$ cat src/rtl/core/cls_pkg.sv
// ----------------------------------------------------------------------------
// cls_pkg
// Shared types, field widths and the LQI adjustment table for the
// per-channel link statistics block.
// ----------------------------------------------------------------------------
package cls_pkg;

  localparam int CLS_CHANNELS   = 16;
  localparam int CLS_COUNT_BITS = 16;

  localparam int MODE_W    = 2;
  localparam int CHAN_W    = 4;
  localparam int SMP_W     = 8;   // rssi, lqi and the averages
  localparam int OCNT_W    = 16;  // count fields of the result word
  localparam int SUM_W     = 24;  // stored sums and the total fields

  typedef enum logic [MODE_W-1:0] {
    MODE_TX   = 2'd0,
    MODE_ACK  = 2'd1,
    MODE_READ = 2'd2
  } cls_mode_e;

  typedef enum logic [1:0] {
    ST_IDLE,
    ST_MOD,
    ST_DIV
  } cls_state_e;

  // Adjusted LQI: ((255 * lqi + 10) / 20) - 1135, kept modulo 256.
  function automatic logic [255:0][SMP_W-1:0] lqi_lut_build();
    logic [255:0][SMP_W-1:0] lut;
    int s;
    for (int i = 0; i < 256; i++) begin
      s      = (255 * i + 10) / 20 - 1135;
      lut[i] = SMP_W'(s);
    end
    return lut;
  endfunction

  localparam logic [255:0][SMP_W-1:0] LqiLut = lqi_lut_build();

endpackage

$ cat src/rtl/core/cls_in_if.sv
// ----------------------------------------------------------------------------
// cls_in_if
// Event channel: mode, channel index, RSSI and raw LQI of one event word.
// ----------------------------------------------------------------------------
interface cls_in_if import cls_pkg::*; ();
  logic                     valid;
  logic                     ready;
  logic [MODE_W-1:0]        mode;
  logic [CHAN_W-1:0]        channel;
  logic signed [SMP_W-1:0]  rssi;
  logic [SMP_W-1:0]         lqi;

  modport source (output valid, mode, channel, rssi, lqi, input ready);
  modport sink   (input valid, mode, channel, rssi, lqi, output ready);
endinterface

$ cat src/rtl/core/cls_out_if.sv
// ----------------------------------------------------------------------------
// cls_out_if
// Report channel: one channel record with its rounded averages per word.
// ----------------------------------------------------------------------------
interface cls_out_if import cls_pkg::*; ();
  logic                     valid;
  logic                     ready;
  logic [OCNT_W-1:0]        tx_count;
  logic [OCNT_W-1:0]        ack_count;
  logic [OCNT_W-1:0]        sample_count;
  logic signed [SUM_W-1:0]  rssi_total;
  logic [SUM_W-1:0]         lqi_total;
  logic signed [SMP_W-1:0]  rssi_avg;
  logic [SMP_W-1:0]         lqi_avg;

  modport source (output valid, tx_count, ack_count, sample_count, rssi_total,
                  lqi_total, rssi_avg, lqi_avg, input ready);
  modport sink   (input valid, tx_count, ack_count, sample_count, rssi_total,
                  lqi_total, rssi_avg, lqi_avg, output ready);
endinterface

$ cat src/rtl/core/channel_link_stats.sv
// ----------------------------------------------------------------------------
// channel_link_stats
// Per-channel radio link statistics: transmit, acknowledgement and sample
// counts plus RSSI and LQI sums, reported with rounded averages on read.
// ----------------------------------------------------------------------------
//
//   port    dir  word                                   accepted when
//   in_i    in   mode, channel, rssi, lqi               valid && ready
//   out_o   out  counts, totals, rssi_avg, lqi_avg       valid && ready
//
// Sequence: a transmit or acknowledgement word is a record read at accept,
// then a modify and write back of the single record memory. A read word also
// starts the two bit-serial dividers that form the RSSI and LQI averages in
// parallel; its report word is loaded once both dividers are done and the
// report register is free.
// Reset: per-entry valid bits clear at once; an entry not yet written reads
// as an all-zero record, so there is no clearing pass.
// Stalls: the report register decouples the sides; a new event is taken while
// a report waits, and a finished division holds until the report is free.
// ----------------------------------------------------------------------------
module channel_link_stats import cls_pkg::*; #(
  parameter int CHANNELS   = CLS_CHANNELS,
  parameter int COUNT_BITS = CLS_COUNT_BITS
) (
  input  logic      clk_i,
  input  logic      rst_ni,
  cls_in_if.sink    in_i,
  cls_out_if.source out_o
);

  localparam int IDX_W = (CHANNELS > 1) ? $clog2(CHANNELS) : 1;
  localparam int CB    = COUNT_BITS;
  localparam int REC_W = 3 * CB + 2 * SUM_W;
  // division operand width: room for a sum or a half count plus sign
  localparam int DIV_W = ((CB > SUM_W) ? CB : SUM_W) + 2;

  // Record layout in the memory word
  localparam int TX_LO  = 0;
  localparam int ACK_LO = CB;
  localparam int N_LO   = 2 * CB;
  localparam int RS_LO  = 3 * CB;
  localparam int LS_LO  = 3 * CB + SUM_W;

  // --------------------------------------------------------------------------
  // Accepted event word
  // --------------------------------------------------------------------------
  cls_state_e              state_q, state_d;
  logic [MODE_W-1:0]       mode_q;
  logic [IDX_W-1:0]        idx_q;
  logic                    ch_ok_q;
  logic signed [SMP_W-1:0] rssi_q;
  logic [SMP_W-1:0]        lqi_q;

  logic                    in_acc;
  logic [IDX_W-1:0]        in_idx;

  assign in_idx = IDX_W'(in_i.channel);
  assign in_acc = in_i.valid && in_i.ready;

  always_ff @(posedge clk_i or negedge rst_ni) begin
    if (!rst_ni) begin
      ch_ok_q <= 1'b0;
    end else if (in_acc) begin
      ch_ok_q <= (32'(in_i.channel) < CHANNELS);
    end
  end

  always_ff @(posedge clk_i) begin
    if (in_acc) begin
      mode_q <= in_i.mode;
      idx_q  <= in_idx;
      rssi_q <= in_i.rssi;
      lqi_q  <= in_i.lqi;
    end
  end

  // --------------------------------------------------------------------------
  // Record memory: read at accept, write back in the modify cycle
  // --------------------------------------------------------------------------
  logic [REC_W-1:0]    rec_mem [CHANNELS];
  logic [REC_W-1:0]    rd_q;
  logic [CHANNELS-1:0] vld_q;
  logic                rd_vld_q;
  logic                mem_we;
  logic [REC_W-1:0]    wr_data;

  always_ff @(posedge clk_i) begin
    if (mem_we) begin
      rec_mem[idx_q] <= wr_data;
    end
    if (in_acc) begin
      rd_q <= rec_mem[in_idx];
    end
  end

  always_ff @(posedge clk_i or negedge rst_ni) begin
    if (!rst_ni) begin
      vld_q    <= '0;
      rd_vld_q <= 1'b0;
    end else begin
      if (mem_we) begin
        vld_q[idx_q] <= 1'b1;
      end
      if (in_acc) begin
        rd_vld_q <= vld_q[in_idx];
      end
    end
  end

  // An entry never written reads as the all-zero reset record
  logic [REC_W-1:0]        rec;
  logic [CB-1:0]           rec_tx, rec_ack, rec_n;
  logic signed [SUM_W-1:0] rec_rs;
  logic [SUM_W-1:0]        rec_ls;

  assign rec     = rd_vld_q ? rd_q : '0;
  assign rec_tx  = rec[TX_LO  +: CB];
  assign rec_ack = rec[ACK_LO +: CB];
  assign rec_n   = rec[N_LO   +: CB];
  assign rec_rs  = rec[RS_LO  +: SUM_W];
  assign rec_ls  = rec[LS_LO  +: SUM_W];

  // --------------------------------------------------------------------------
  // Update arithmetic
  // --------------------------------------------------------------------------
  logic [CB-1:0]           tx_inc, ack_inc, n_inc;
  logic                    n_sat;
  logic [SUM_W-1:0]        rs_new, ls_new;
  logic signed [DIV_W-1:0] half, r_num, l_num, r_mag;
  logic                    r_neg;

  always_comb begin
    tx_inc  = rec_tx + 1'b1;
    ack_inc = rec_ack + 1'b1;
    n_inc   = rec_n + 1'b1;
    n_sat   = &rec_n;
    rs_new  = rec_rs + SUM_W'(rssi_q);
    ls_new  = rec_ls + SUM_W'(LqiLut[lqi_q]);
    // rounding offsets: rssi rounds away from the positive side, lqi up
    half    = DIV_W'(rec_n >> 1);
    r_num   = DIV_W'(rec_rs) - half;
    l_num   = DIV_W'(rec_ls) + half;
    r_neg   = r_num[DIV_W-1];
    r_mag   = r_neg ? -r_num : r_num;
  end

  // --------------------------------------------------------------------------
  // Average dividers
  // --------------------------------------------------------------------------
  logic             div_start;
  logic             r_busy, l_busy;
  logic [DIV_W-1:0] r_quot, l_quot;

  cls_div #(.NUM_W(DIV_W), .DEN_W(CB)) u_rssi_div (
    .clk_i   (clk_i),
    .rst_ni  (rst_ni),
    .start_i (div_start),
    .num_i   (r_mag),
    .den_i   (rec_n),
    .busy_o  (r_busy),
    .quot_o  (r_quot)
  );

  cls_div #(.NUM_W(DIV_W), .DEN_W(CB)) u_lqi_div (
    .clk_i   (clk_i),
    .rst_ni  (rst_ni),
    .start_i (div_start),
    .num_i   (l_num),
    .den_i   (rec_n),
    .busy_o  (l_busy),
    .quot_o  (l_quot)
  );

  // Record snapshot held while the dividers run
  logic [CB-1:0]           h_tx_q, h_ack_q, h_n_q;
  logic signed [SUM_W-1:0] h_rs_q;
  logic [SUM_W-1:0]        h_ls_q;
  logic                    h_neg_q;

  always_ff @(posedge clk_i) begin
    if (div_start) begin
      h_tx_q  <= rec_tx;
      h_ack_q <= rec_ack;
      h_n_q   <= rec_n;
      h_rs_q  <= rec_rs;
      h_ls_q  <= rec_ls;
      h_neg_q <= r_neg;
    end
  end

  // --------------------------------------------------------------------------
  // Sequencer
  // --------------------------------------------------------------------------
  logic out_valid_q;
  logic out_free;
  logic out_load;

  assign out_free = !out_valid_q || out_o.ready;

  always_ff @(posedge clk_i or negedge rst_ni) begin
    if (!rst_ni) begin
      state_q <= ST_IDLE;
    end else begin
      state_q <= state_d;
    end
  end

  always_comb begin
    state_d    = state_q;
    in_i.ready = 1'b0;
    mem_we     = 1'b0;
    wr_data    = rec;
    div_start  = 1'b0;
    out_load   = 1'b0;
    unique case (state_q)
      ST_IDLE: begin
        in_i.ready = 1'b1;
        if (in_i.valid) begin
          state_d = ST_MOD;
        end
      end
      ST_MOD: begin
        state_d = ST_IDLE;
        if (ch_ok_q) begin
          unique case (mode_q)
            MODE_TX: begin
              mem_we                = 1'b1;
              wr_data[TX_LO +: CB]  = tx_inc;
            end
            MODE_ACK: begin
              mem_we                = 1'b1;
              wr_data[ACK_LO +: CB] = ack_inc;
              // hold the sums once the sample count is pinned
              if (!n_sat) begin
                wr_data[N_LO  +: CB]    = n_inc;
                wr_data[RS_LO +: SUM_W] = rs_new;
                wr_data[LS_LO +: SUM_W] = ls_new;
              end
            end
            MODE_READ: begin
              mem_we                  = 1'b1;
              wr_data[N_LO  +: CB]    = '0;
              wr_data[RS_LO +: SUM_W] = '0;
              wr_data[LS_LO +: SUM_W] = '0;
              div_start               = 1'b1;
              state_d                 = ST_DIV;
            end
            default: begin
              // drop the unused mode code
            end
          endcase
        end
      end
      ST_DIV: begin
        if (!r_busy && !l_busy && out_free) begin
          out_load = 1'b1;
          state_d  = ST_IDLE;
        end
      end
      default: begin
        state_d = ST_IDLE;
      end
    endcase
  end

  // --------------------------------------------------------------------------
  // Report register
  // --------------------------------------------------------------------------
  logic [SMP_W-1:0] r_avg, l_avg;

  always_comb begin
    r_avg = h_neg_q ? SMP_W'(-r_quot) : r_quot[SMP_W-1:0];
    l_avg = l_quot[SMP_W-1:0];
    if (h_n_q == '0) begin
      r_avg = '0;
      l_avg = '0;
    end
  end

  always_ff @(posedge clk_i or negedge rst_ni) begin
    if (!rst_ni) begin
      out_valid_q <= 1'b0;
    end else if (out_load) begin
      out_valid_q <= 1'b1;
    end else if (out_o.ready) begin
      out_valid_q <= 1'b0;
    end
  end

  always_ff @(posedge clk_i) begin
    if (out_load) begin
      out_o.tx_count     <= OCNT_W'(h_tx_q);
      out_o.ack_count    <= OCNT_W'(h_ack_q);
      out_o.sample_count <= OCNT_W'(h_n_q);
      out_o.rssi_total   <= h_rs_q;
      out_o.lqi_total    <= h_ls_q;
      out_o.rssi_avg     <= r_avg;
      out_o.lqi_avg      <= l_avg;
    end
  end

  assign out_o.valid = out_valid_q;

  // --------------------------------------------------------------------------
  // Assertions
  // --------------------------------------------------------------------------
  a_div_in_div_state : assert property (@(posedge clk_i) disable iff (!rst_ni)
    (r_busy || l_busy) |-> (state_q == ST_DIV))
    else $error("divider busy outside the divide state");

  a_report_from_div : assert property (@(posedge clk_i) disable iff (!rst_ni)
    $rose(out_valid_q) |-> ($past(state_q) == ST_DIV))
    else $error("report raised without a finished division");

  a_read_starts_div : assert property (@(posedge clk_i) disable iff (!rst_ni)
    (state_q == ST_MOD && ch_ok_q && mode_q == MODE_READ) |=> (state_q == ST_DIV))
    else $error("read word did not start the dividers");

  a_dividers_lockstep : assert property (@(posedge clk_i) disable iff (!rst_ni)
    r_busy == l_busy)
    else $error("average dividers out of step");

endmodule

$ cat src/rtl/core/cls_div.sv
// ----------------------------------------------------------------------------
// cls_div
// Restoring unsigned divider, one quotient bit per cycle.
// ----------------------------------------------------------------------------
module cls_div import cls_pkg::*; #(
  parameter int NUM_W = 26,
  parameter int DEN_W = 16
) (
  input  logic             clk_i,
  input  logic             rst_ni,
  input  logic             start_i,
  input  logic [NUM_W-1:0] num_i,
  input  logic [DEN_W-1:0] den_i,
  output logic             busy_o,
  output logic [NUM_W-1:0] quot_o
);

  localparam int CNT_W = $clog2(NUM_W + 1);

  logic [CNT_W-1:0] cnt_q;
  logic [NUM_W-1:0] quo_q;
  logic [DEN_W-1:0] rem_q, rem_d, den_q;
  logic [DEN_W:0]   trial, diff;
  logic             ge;

  always_comb begin
    trial = {rem_q, quo_q[NUM_W-1]};
    diff  = trial - {1'b0, den_q};
    ge    = trial >= {1'b0, den_q};
    rem_d = ge ? diff[DEN_W-1:0] : trial[DEN_W-1:0];
  end

  always_ff @(posedge clk_i or negedge rst_ni) begin
    if (!rst_ni) begin
      cnt_q <= '0;
    end else if (start_i) begin
      cnt_q <= CNT_W'(NUM_W);
    end else if (cnt_q != '0) begin
      cnt_q <= cnt_q - 1'b1;
    end
  end

  always_ff @(posedge clk_i) begin
    if (start_i) begin
      quo_q <= num_i;
      rem_q <= '0;
      den_q <= den_i;
    end else if (cnt_q != '0) begin
      // shift the next dividend bit in, retire one quotient bit
      quo_q <= {quo_q[NUM_W-2:0], ge};
      rem_q <= rem_d;
    end
  end

  assign busy_o = (cnt_q != '0);
  assign quot_o = quo_q;

endmodule
$ cat src/flat_wrapper.sv
// flat-port wrapper written by rule: the top's interface ports become plain ports
module channel_link_stats_flat import cls_pkg::*;
#(
  parameter int CHANNELS   = CLS_CHANNELS,
  parameter int COUNT_BITS = CLS_COUNT_BITS
)
  (clk_i, rst_ni, in_i_valid, in_i_mode, in_i_channel, in_i_rssi, in_i_lqi, in_i_ready, out_o_valid, out_o_tx_count, out_o_ack_count, out_o_sample_count, out_o_rssi_total, out_o_lqi_total, out_o_rssi_avg, out_o_lqi_avg, out_o_ready);
  cls_in_if in_i_i ();
  cls_out_if out_o_i ();
  input  logic clk_i;
  input  logic rst_ni;
  input wire logic [$bits(in_i_i.valid)-1:0] in_i_valid;
  input wire logic [$bits(in_i_i.mode)-1:0] in_i_mode;
  input wire logic [$bits(in_i_i.channel)-1:0] in_i_channel;
  input wire logic [$bits(in_i_i.rssi)-1:0] in_i_rssi;
  input wire logic [$bits(in_i_i.lqi)-1:0] in_i_lqi;
  output wire logic [$bits(in_i_i.ready)-1:0] in_i_ready;
  output wire logic [$bits(out_o_i.valid)-1:0] out_o_valid;
  output wire logic [$bits(out_o_i.tx_count)-1:0] out_o_tx_count;
  output wire logic [$bits(out_o_i.ack_count)-1:0] out_o_ack_count;
  output wire logic [$bits(out_o_i.sample_count)-1:0] out_o_sample_count;
  output wire logic [$bits(out_o_i.rssi_total)-1:0] out_o_rssi_total;
  output wire logic [$bits(out_o_i.lqi_total)-1:0] out_o_lqi_total;
  output wire logic [$bits(out_o_i.rssi_avg)-1:0] out_o_rssi_avg;
  output wire logic [$bits(out_o_i.lqi_avg)-1:0] out_o_lqi_avg;
  input wire logic [$bits(out_o_i.ready)-1:0] out_o_ready;
  assign in_i_i.valid = in_i_valid;
  assign in_i_i.mode = in_i_mode;
  assign in_i_i.channel = in_i_channel;
  assign in_i_i.rssi = in_i_rssi;
  assign in_i_i.lqi = in_i_lqi;
  assign in_i_ready = in_i_i.ready;
  assign out_o_valid = out_o_i.valid;
  assign out_o_tx_count = out_o_i.tx_count;
  assign out_o_ack_count = out_o_i.ack_count;
  assign out_o_sample_count = out_o_i.sample_count;
  assign out_o_rssi_total = out_o_i.rssi_total;
  assign out_o_lqi_total = out_o_i.lqi_total;
  assign out_o_rssi_avg = out_o_i.rssi_avg;
  assign out_o_lqi_avg = out_o_i.lqi_avg;
  assign out_o_i.ready = out_o_ready;
  channel_link_stats #(.CHANNELS(CHANNELS), .COUNT_BITS(COUNT_BITS)) u_core (.clk_i(clk_i), .rst_ni(rst_ni), .in_i(in_i_i), .out_o(out_o_i));
endmodule
$ cat config.mk
export PLATFORM = sky130hd
export DESIGN_NAME = channel_link_stats_flat
export DESIGN_NICKNAME = d
export VERILOG_FILES = /design/src/rtl/core/cls_pkg.sv /design/src/rtl/core/cls_in_if.sv /design/src/rtl/core/cls_out_if.sv /design/src/rtl/core/channel_link_stats.sv /design/src/rtl/core/cls_div.sv /design/src/flat_wrapper.sv
export SDC_FILE = /design/constraint.sdc
export NUM_CORES = 2
export LEC_CHECK = 0
export BUFFER_PORTS_ARGS = -buffer_cell sky130_fd_sc_hd__buf_2
export CORE_MARGIN = 2
export CORE_UTILIZATION = 30
export CTS_CLUSTER_SIZE = 12
export DETAILED_ROUTE_END_ITERATION = 7
export PLACE_DENSITY_LB_ADDON = 0.12
export SYNTH_ARGS = -nofsm -noshare
export SYNTH_HDL_FRONTEND = slang
export SYNTH_HIERARCHICAL = 1
export SYNTH_SLANG_ARGS = --single-unit
$ cat constraint.sdc
create_clock -name clk_i -period 17.5 [get_ports clk_i]
set_clock_uncertainty 0.1 [all_clocks]
set_input_delay 4.375 -clock clk_i [delete_from_list [all_inputs] [get_ports clk_i]]
set_output_delay 4.375 -clock clk_i [all_outputs]
set_load 0.1 [all_outputs]
==> results.toml <==
[routing]
drt_first_pass_iters = 6
routedWlPerCell_um = 27.34
vias = 43400
ant_nets = 0
wirelength_mm = 236.8
drc_errors = 0
drtIter0Drc = 4129
vias_per_cell = 5.010

[timing]
drv_slew = 0
finalCritPeriodShare_pct = 45.64
hold_viol_final = 0
worst_pin_slew_ns = 1.348
worst_slack_ns = 9.513
max_freq_mhz = 125.2
setup_violations = 0
rsz0062_at_grt = "no"
post-route-min-period_ns = 7.987
slew-limit-headroom_pct = 9.509
setup_tns_ns = 0

[power_and_ir_drop]
irDropWorstVdd_mv = 0.08649
p_per_area_nw_per_um2 = 144.1
power_leakage_nw = 31.46
p_total_mw = 13.81

[cells_and_area]
final_nets = 4886
final_cells = 8663
drive_above_1_share_pct = 24.21
layout_commonest_cell = "edfxtp_1"
utilization_pct = 34.67
syn_to_final_growth_pct = 15.05
final_cell_mix = "1,947 x edfxtp_1, 486 x mux4_2, 261 x nand2_1"

[synth]
async_flop_share_pct = 1.536
ys_ff_latch = 2018
synthTopCellsByArea = "edfxtp_1 70%, mux4_2 13%, nand2_1 1.2%"
synth_top_area_share_pct = 70.16
yosysSeqAreaShare_pct = 72.05
yosysWarnings = 6
synth_ff_type = "edfxtp_1"
synth_edf_count = 1947
postSynthCellCount = 4503
syn-cell-area_um2 = 83330
synth_area_per_cell_um2 = 18.51
post-synth-top-area-cell = "edfxtp_1"
synth_cell_types = 99

[clocking]
cts-buffers-inserted = 229
clockBufferDepth = 4
htreeDepth = 4
clock_latency_ns = 0.89
clkSinkCount = 2018
clk_pin_slew_ns = 0.05
cts-root-buf = "clkbuf_16"
hold_buffers = 0
cts_resized = 0
cts_tree = "built"
post-cts-setup-buffer-count = 0

[floorplan]
die-area_um2 = 282000
rows = 193
dieWidth_um = 531.0
initial_core_util_pct = 30.14
die_h_um = 531.0
ioPinCount = 140
core_um2 = 276500

[setup_path]
endpoint_kind = "flop"
arrival_ns = 8.48
cp.required_ns = 17.99
crit_type = "primary input to flop"
startpoint_type = "primary input"
critical_path.max_fanout = 64

[run_status]
outcome = "complete, no violations"

[global_route]
track_usage_pct = 16.66
grt.overflow.total = 0
grt_pass1_wl_mm = 337.0
grt_pass1_vias = 44310
antenna_found_initial = 9
grt_max_degree = 126

[placed_design]
portBuffers = 139
gpl.final_weighted_congestion = 0.7797
dp_slack_ns = 8.377
placedCellCount = 8253
place_hpwl_mm = 132.1

[hold_path]
hp-class = "flop to flop"

[flow_run]
maxCapViolCount = 0
[critical path, cell delays in order]
cell,delay (ns)
buf_8,0.57
buf_4,0.70
buf_4,0.72
buf_4,0.86
mux4_2,0.61
mux4_2,0.47
[per-layer routing]
layer / wire (µm) / vias up / share of wire, % / track usage [%]
met5: 0 / - / 0 / 0
met4: 4797 / 0 / 2.0 / 3.675
met3: 11490 / 296 / 4.9 / 2.728
met2: 109100 / 1136 / 46 / 26.14
met1: 111500 / 23270 / 47 / 24.22
li1: - / 18700 / - / -
[through the flow]
stage	hold WS, ns	instance area (µm²)
floorplan	0.3003	83340
global placement	0.3048	88920
detailed placement	0.3045	88920
CTS	0.3139	95860
global route	0.3196	95870
finish	0.3161	95870
[area by class of cell]
type / count / area (µm²)
Clock buffer: 289 / 5996
Fill cell: 26040 / 180600
Antenna cell: 2 / 5.005
Tap cell: 3705 / 4636
Multi-Input combinational cell: 2149 / 22100
Sequential cell: 2018 / 60050
Timing Repair Buffer: 262 / 1693
Clock inverter: 119 / 949.7
Inverter: 119 / 446.7
[flip-flops by register name, indices dropped and copies added, names as in the netlist, 24 cells and up, named ones only]
register	flops
u_core/rec_mem	1536
u_core/rd_q	96
u_core/u_lqi_div/quot_o	26
u_core/u_rssi_div/quot_o	26
u_core/h_ls_q	24
u_core/h_rs_q	24
u_core/out_o.lqi_total	24
u_core/out_o.rssi_total	24
[path summary, 6_finish.rpt]
check / start / to / slack [ns] / cells after the start
max in group asynchronous: rst_ni / u_core/rd_vld_q / 13.17 / 1
min in group asynchronous: rst_ni / u_core/u_rssi_div/cnt_q[2] / 3.52 / 1
min: u_core/h_ls_q[5] / u_core/out_o.lqi_total[5] / 0.32 / 0
min reg2reg: u_core/h_ls_q[5] / u_core/out_o.lqi_total[5] / 0.32 / 0
max: in_i_channel[0] / u_core/rd_q[63] / 9.51 / 6
max reg2reg: u_core/rd_vld_q / u_core/rec_mem[8][94] / 11.23 / 11
[cell usage after synthesis, types with 8 or more instances]
cell      number
nor2b_1       30
a311oi_2       8
dfrtp_1       31
a21o_1        15
buf_1         39
a31oi_1       24
and2_1        66
a211oi_1      13
and3_1        30
o31ai_1       20
nor3_1        33
o22ai_1       19
nand3_1       43
or3_1         10
o221ai_1      13
nor3b_1        8
o21a_1        19
mux4_2       486
edfxtp_1    1947
inv_1        118
o211ai_1      18
or4_1          8
nand2b_1      24
buf_2         14
o21ai_0       96
nand2_1      261
a311oi_1      22
or2_2         24
a22o_1        16
nand4_1       21
mux2_2        61
clkbuf_1     156
nor4_1        11
nor2_1       208
nand3b_1      10
maj3_1        11
xnor2_1      106
ha_1          78
dfxtp_1       40
mux2i_1       23
o21bai_1      12
xor2_1        69
a21oi_1      106
[cells by family (layout without fill, tap and decap cells)]
| family | after synthesis | after routing | synth area share, % |
|---|---|---|---|
| adder cells (fa/ha/maj) | 93 | 93 | 1.389 |
| XOR/XNOR | 175 | 175 | 1.839 |
| AND/OR/NAND/NOR | 821 | 821 | 4.821 |
| buffers and inverters | 338 | 789 | 1.604 |
| flip-flops | 2018 | 2018 | 72.05 |
| multiplexers | 572 | 572 | 14.27 |
| other | 1 | 5 | 0.004500 |
| AO/OA/AOI/OAI | 485 | 485 | 4.018 |
[power by group]
group | total [mW] | switching [mW] | internal (mW)
clock network | 4.51 | 1.91 | 2.61
logic | 3.00 | 1.95 | 1.05
registers | 6.30 | 0.246 | 6.06
Power figures use the tool's default switching activity.
